--- src/hdl/vph_pkg.sv ---
// package for the visited page hash set
// table geometry, hash constants and the command and result transaction types
`timescale 1ns / 1ps
`default_nettype none

package vph_pkg;

    localparam int SLOT_COUNT_LOG2 = 12;
    localparam int SLOT_COUNT      = 1 << SLOT_COUNT_LOG2;
    localparam int ADDR_W          = 64;
    localparam int PAGE_SHIFT      = 12;
    localparam int PAGE_W          = ADDR_W - PAGE_SHIFT;
    localparam int HASH_SHIFT      = 40;
    localparam int HALF_W          = 32;

    localparam logic [ADDR_W-1:0] FIB_MULT = 64'h9E37_79B9_7F4A_7C15;

    typedef logic [SLOT_COUNT_LOG2-1:0] slot_idx_t;
    typedef logic [ADDR_W-1:0]          addr_t;

    localparam slot_idx_t SLOT_MASK = slot_idx_t'(SLOT_COUNT - 1);

    localparam logic OP_INSERT = 1'b0;
    localparam logic OP_CLEAR  = 1'b1;

    typedef struct packed {
        logic  op;
        addr_t page_addr;
    } vph_cmd_t;

    typedef struct packed {
        logic seen;
        logic table_full;
    } vph_result_t;

endpackage

`default_nettype wire

--- src/hdl/vph_hash.sv ---
// fibonacci hash of the page number, one 32x32 partial product per cycle
// depends on vph_pkg
`timescale 1ns / 1ps
`default_nettype none

module vph_hash (
    input  wire logic              clk,
    input  wire logic              rst_n,
    input  wire logic              go,
    input  wire vph_pkg::addr_t    page_addr,
    output logic                   done,
    output vph_pkg::slot_idx_t     home_slot
);
    import vph_pkg::*;

    logic [PAGE_W-1:0]   page_reg;
    logic [1:0]          step_reg, step_next;
    logic                run_reg, run_next;
    logic                done_reg, done_next;
    logic [ADDR_W-1:0]   prod_reg;
    logic [ADDR_W-1:0]   acc_reg, acc_next;
    logic [HALF_W-1:0]   mul_a, mul_b;
    logic [ADDR_W-1:0]   mul_p;
    logic [ADDR_W-1:0]   prod_hi;

    // operand schedule: lo*lo, lo*hi, hi*lo; the hi*hi term drops out mod 2^64
    always_comb
    begin
        case (step_reg)
            2'd0:
            begin
                mul_a = page_reg[HALF_W-1:0];
                mul_b = FIB_MULT[HALF_W-1:0];
            end
            2'd1:
            begin
                mul_a = page_reg[HALF_W-1:0];
                mul_b = FIB_MULT[ADDR_W-1:HALF_W];
            end
            2'd2:
            begin
                mul_a = HALF_W'(page_reg[PAGE_W-1:HALF_W]);
                mul_b = FIB_MULT[HALF_W-1:0];
            end
            default:
            begin
                mul_a = '0;
                mul_b = '0;
            end
        endcase
    end

    assign mul_p   = ADDR_W'(mul_a) * ADDR_W'(mul_b);
    assign prod_hi = {prod_reg[HALF_W-1:0], {HALF_W{1'b0}}};

    always_comb
    begin
        step_next = step_reg;
        run_next  = run_reg;
        done_next = 1'b0;
        acc_next  = acc_reg;
        if (go)
        begin
            run_next  = 1'b1;
            step_next = 2'd0;
        end
        else if (run_reg)
        begin
            step_next = step_reg + 2'd1;
            case (step_reg)
                2'd0:    acc_next = acc_reg;
                2'd1:    acc_next = prod_reg;
                2'd2:    acc_next = acc_reg + prod_hi;
                2'd3:
                begin
                    acc_next  = acc_reg + prod_hi;
                    run_next  = 1'b0;
                    done_next = 1'b1;
                end
                default: acc_next = acc_reg;
            endcase
        end
    end

    always_ff @(posedge clk or negedge rst_n)
    begin
        if (!rst_n)
        begin
            step_reg <= '0;
            run_reg  <= 1'b0;
            done_reg <= 1'b0;
        end
        else
        begin
            step_reg <= step_next;
            run_reg  <= run_next;
            done_reg <= done_next;
        end
    end

    always_ff @(posedge clk)
    begin
        if (go)
        begin
            page_reg <= page_addr[ADDR_W-1:PAGE_SHIFT];
        end
        prod_reg <= mul_p;
        acc_reg  <= acc_next;
    end

    assign done      = done_reg;
    assign home_slot = acc_reg[HASH_SHIFT +: SLOT_COUNT_LOG2];

endmodule

`default_nettype wire

--- config.mk ---
export PLATFORM = sky130hd
export DESIGN_NAME = vph_hash
export DESIGN_NICKNAME = d
export VERILOG_FILES = /design/src/hdl/vph_pkg.sv /design/src/hdl/vph_hash.sv
export SDC_FILE = /design/constraint.sdc
export NUM_CORES = 2
export LEC_CHECK = 0
export ABC_AREA = 1
export BUFFER_PORTS_ARGS = -buffer_cell sky130_fd_sc_hd__buf_2
export CORE_UTILIZATION = 27
export CTS_CLUSTER_SIZE = 10
export DETAILED_ROUTE_END_ITERATION = 12
export GPL_ROUTABILITY_DRIVEN = 0
export PLACE_DENSITY_LB_ADDON = 0.05
export SYNTH_ARGS = -nofsm -noshare
export SYNTH_HDL_FRONTEND = slang
export SYNTH_SLANG_ARGS = --single-unit
--- constraint.sdc ---
create_clock -name clk -period 11.3 [get_ports clk]
set_clock_uncertainty 0.2 [all_clocks]
set_input_delay 2.26 -clock clk [delete_from_list [all_inputs] [get_ports clk]]
set_output_delay 2.26 -clock clk [all_outputs]
set_load 0.01 [all_outputs]
# Word-level counts from Yosys, hierarchy flattened
# Index checks and enable logic that the tools add are counted.
dict set report totals {
  elab_cells 31
  ff_bits 184
}
dict set report classes {
  n_mul 1
  add_sub_neg 2
  mux 11
  n_bitwise 2
  n_eq_ne 3
  n_reduce_logical 6
}
# op n
set op_table {}
lappend op_table {{case mux 32 bit (2 select lines)} 2}
lappend op_table {{case mux 64 bit (2 select lines)} 1}
lappend op_table {{adder 64 bit} 1}
lappend op_table {{multiplier 32 x 32 -> 64 bit} 1}
lappend op_table {{2-to-1 mux 1 bit} 6}
lappend op_table {{OR reduction 2 bit} 3}
lappend op_table {{equality test 2 bit (second input constant)} 2}
lappend op_table {{2-to-1 mux 2 bit} 2}
lappend op_table {{AND reduction 3 bit} 1}
lappend op_table {{adder 2 x 1 -> 2 bit (second input constant)} 1}
lappend op_table {{equality test 2 x 1 -> 1 bit (second input constant)} 1}
lappend op_table {{logical NOT 2 bit} 1}
lappend op_table {{NOT 1 bit} 2}
lappend op_table {{nonzero test 2 bit} 1}

# Longest topological paths before layout
dict set report depth {
  ltp_word 4
  ltp_mapped 42
  depth_no_buf 39
}

# Worst setup path after synthesis
# Ideal clock, no wire load.
dict set report synth_timing {
  kind {reg-to-reg}
  startpoint {register step_reg[0]}
  endpoint {register prod_reg[49]}
  arrival_ns 7.777
  period_less_slack_ns 8.090
  setup_ns 0.113
  path_stages_with_launch 32
  slack_ns 3.210
  required_time_ns 10.987
  n_path_buf 3
  path_cell_list {dfrtp_1 > ha_1 > buf_2 > inv_4 > buf_6 > buf_4 > nand2_1 > o22ai_1 > inv_1 > nor2_1 > ha_1 > inv_1 > fa_1 > inv_1 > fa_1 > inv_1 > fa_1 > inv_1 > fa_1 > fa_1 > fa_1 > inv_1 > fa_1 > inv_1 > ha_1 > nand2_1 > nor2_1 > inv_1 > nor4_1 > nand3_1 > nand4_1 > nand2_1}
}
dict set report synth_between {
  elab_chain_len 4
  word_cells_on_any_way 8
}
# element line_no
set synth_rtl {}
lappend synth_rtl {{start: declaration} vph_hash.sv:17} ;# logic [1:0] step_reg, step_next;
lappend synth_rtl {{start signal: assignment} vph_hash.sv:95} ;# step_reg <= step_next;
lappend synth_rtl {{equality test 2 x 1 -> 1 bit (tied with other cells)} vph_hash.sv:29} ;# case (step_reg)
lappend synth_rtl {{OR reduction 2 bit (no line)} -}
lappend synth_rtl {{case mux 32 bit (2 select lines)} vph_hash.sv:29}
lappend synth_rtl {{multiplier 32 x 32 -> 64 bit (*)} vph_hash.sv:53} ;# assign mul_p = ADDR_W'(mul_a) * ADDR_W'(mul_b);
lappend synth_rtl {{via mul_p[49]} vph_hash.sv:23} ;# logic [ADDR_W-1:0] mul_p;
lappend synth_rtl {{end signal: assignment} vph_hash.sv:107} ;# prod_reg <= mul_p;
lappend synth_rtl {{end: declaration} vph_hash.sv:20} ;# logic [ADDR_W-1:0] prod_reg;
# Mark *: on every way through the listed nets, which the timed path passes. The rest lies on a longest branch.
# A chain may end at the register's enable or synchronous reset.

# Final worst setup path
dict set report layout_timing {
  startpoint {register step_reg[1]}
  endpoint {register prod_reg[35]}
}
# The elaborated chain is that of the path after synthesis.

==> metrics.md <==
| Metric | Value |
|---|---|
| Initial DRC count | 1,129 |
| Max_cap viols | 0 |
| Top-area cell type share of the netlist area | 0.4296 |
| Total Nets Final | 4,273 |
| Post-synthesis sequential area ratio | 0.1062 |
| Inserted Clock Buffers | 17 |
| Die area | 108,100 sq um |
| Layout cells sized above 1 | 0.06957 |
| RSZ-0062 raised after global routing | no |
| Final Cycle Share | 0.8308 |
| Vias per inst | 4.383 |
| Initial core utilization | 0.2733 |
| Pre-CTS WS | 1846 ps |
| Worst Path Required | 11,480 ps |
| Largest area contributor in the netlist | fa_1 |
| Yosys cell types | 49 |
| CTS tree | built |
| Core ar. | 105,600 sq um |
| Synth top area cells | fa_1 43%, ha_1 16%, inv_1 12%, edfxtp_1 7.5%, nand2_1 4.5% |
| Critical-path top delay cell | fa_1 |
| Setup Crit Path Kind | flop to flop |
| Mapped Cells | 3,092 |
| Max reg flops | 52 |
| CP max FO | 11 |
| Largest net degree at the start of global routing | 55 |
| GRT Overall Usage | 0.2087 |
| Top post-synthesis cells by count | 951 x inv_1, 619 x fa_1, 380 x ha_1 |
| Die Height | 328.9 microns |
| Placed Instances | 4,579 |
| Maximum root-to-sink buffer count | 2 |
| Synth warnings | 0 |
| Setup ws final | 1911 ps |
| Total detailed-routing wirelength | 107.4 mm |
| Max Slew Vio Count | 0 |
| Final min period | 9389 ps |
| Clock root buffer | clkbuf_16 |
| WL/cell | 23.28 microns |
| Status | finished clean |
| Post-CTS setup repair buffer count | 0 |
| Clock insertion delay at the later pin of the skew report | 490 ps |
| Crit path launch type | flop |
| Crit end category | flop |
| Vias in the first global route | 23.28k |
| Layout area overhead | 10.32% |
| CP peak stage delay | 700 ps |
| Num ports | 80 |
| Max Freq | 106.5 MHz |
| Most common cell on crit path | inv_1 |
| Final setup fails | 0 |
| Final antenna-violating net count | 0 |
| Post-synth ARST share | 0.03448 |
| #FFs+latches synth | 116 |
| Clk slew on worst S/H paths | 70 ps |
| DP HPWL | 96.83 mm |
| Hold Crit Class | flop to flop |
| Hold WS | 297.0 ps |
| H-tree level count | 4 |
| Average cell area after synthesis | 9.329 sq um |
| Ys flop type | edfxtp_1 |
| Worst-Margin Slew | 1113 ps |
| Final setup TNS | 0 ps |
| Post-synthesis instance area | 28,850 sq um |
| Ant. Diodes | 0 |
| Slew margin rel. | 0.2549 |
| Final std cells w/o fill | 4,611 |
| Die X-Extent | 328.9 microns |
| Post-Syn Nets | 4,158 |
| Port Buffers | 67 |
| EDFF count, synth | 72 |
| CTS Hold Bufs | 0 |
| DRT Pass-1 Iters | 5 |
| Rows | 119 |
| Grt total ovfl | 0 |
| CP arrival | 9560 ps |
| DRC Markers | 0 |
| Cts repair resizes | 0 |
| Global-route wire length before repair | 159.3 mm |
| Final hold vios | 0 |
| DR vias | 20.21k |
| Clock sinks | 116 |
| Most frequent cell after synthesis | inv_1 |
| Initial antenna violation count | 0 |
-- routing by layer --
metal / routed length (microns) / vias up / track usage
met1: 47770 / 10450 / 0.2680
li1: - / 9414 / -
met4: 2283 / 0 / 0.04823
met2: 54310 / 292 / 0.3723
met5: 0 / - / 0
met3: 2985 / 54 / 0.02316
-- critical path, delay by kind of cell, from the launching register on --
family	cells	cell delay (ps)
fa+ha+maj	10	5040
flops	1	420
simple gates	10	1900
xor+xnor	1	270
compound gates	1	220
buf+inv	13	1190
-- cell families (layout without fill, tap and decap cells) --
logic type	after synthesis	after routing	synth area share
adder cells (fa/ha/maj)	999	999	0.5944
buffers and inverters	1002	1130	0.1341
AND/OR/NAND/NOR	685	685	0.09950
XOR/XNOR	62	62	0.01908
flip-flops	116	116	0.1062
AO/OA/AOI/OAI	228	228	0.04676
-- final timing paths --
check	start	end	slack (ps)	cells after the start
max	step_reg[1]	prod_reg[35]	1910	35
min	prod_reg[50]	acc_reg[50]	300	2
max reg2reg	step_reg[1]	prod_reg[35]	1910	35
min reg2reg	prod_reg[50]	acc_reg[50]	300	2
max in group asynchronous	rst_n	run_reg	9400	1
min in group asynchronous	rst_n	done	1370	1
-- layout by cell type (no fill, tap or decap), types with 3 or more instances in the layout --
cell / count
a22oi_1: 4
a31o_2: 6
inv_1: 951
buf_4: 64
nor3_1: 13
nand3b_1: 4
clkinv_4: 3
nand2_2: 10
a31oi_1: 6
inv_2: 14
inv_6: 4
nand2_1: 344
nand3_1: 74
xnor2_1: 13
clkbuf_16: 17
nand4_1: 18
a21oi_1: 88
bufinv_16: 5
nor2_1: 190
dfxtp_1: 40
ha_1: 380
o21a_1: 3
o21bai_1: 19
o21ai_1: 4
a22o_1: 10
or2_2: 6
fa_1: 619
o211ai_1: 4
dfrtp_1: 4
nor2_4: 4
edfxtp_1: 72
clkinv_1: 3
buf_2: 67
a21o_1: 8
o21ai_0: 66
nor2_2: 15
xor2_1: 48
-- metrics by stage --
step                      utilization  cell area, sq um
after floorplan                     -             28850
after global placement         0.2953             31170
after detailed placement       0.2953             31170
after CTS                      0.3015             31820
after global routing           0.3015             31820
final                          0.3015             31820
-- layout make-up --
class | count | area, sq um
fillers | 11250 | 73740
multi-input cells | 1974 | 21920
inverters | 967 | 3632
flip-flops and latches | 116 | 3063
well taps | 1391 | 1740
repair buffers | 131 | 815.8
clock buffers | 17 | 425.4
clock inverters | 15 | 226.5
Power is left out: the tool's default activity adds up to more than one toggle a clock period on the data nets, which glitch-free logic cannot reach.
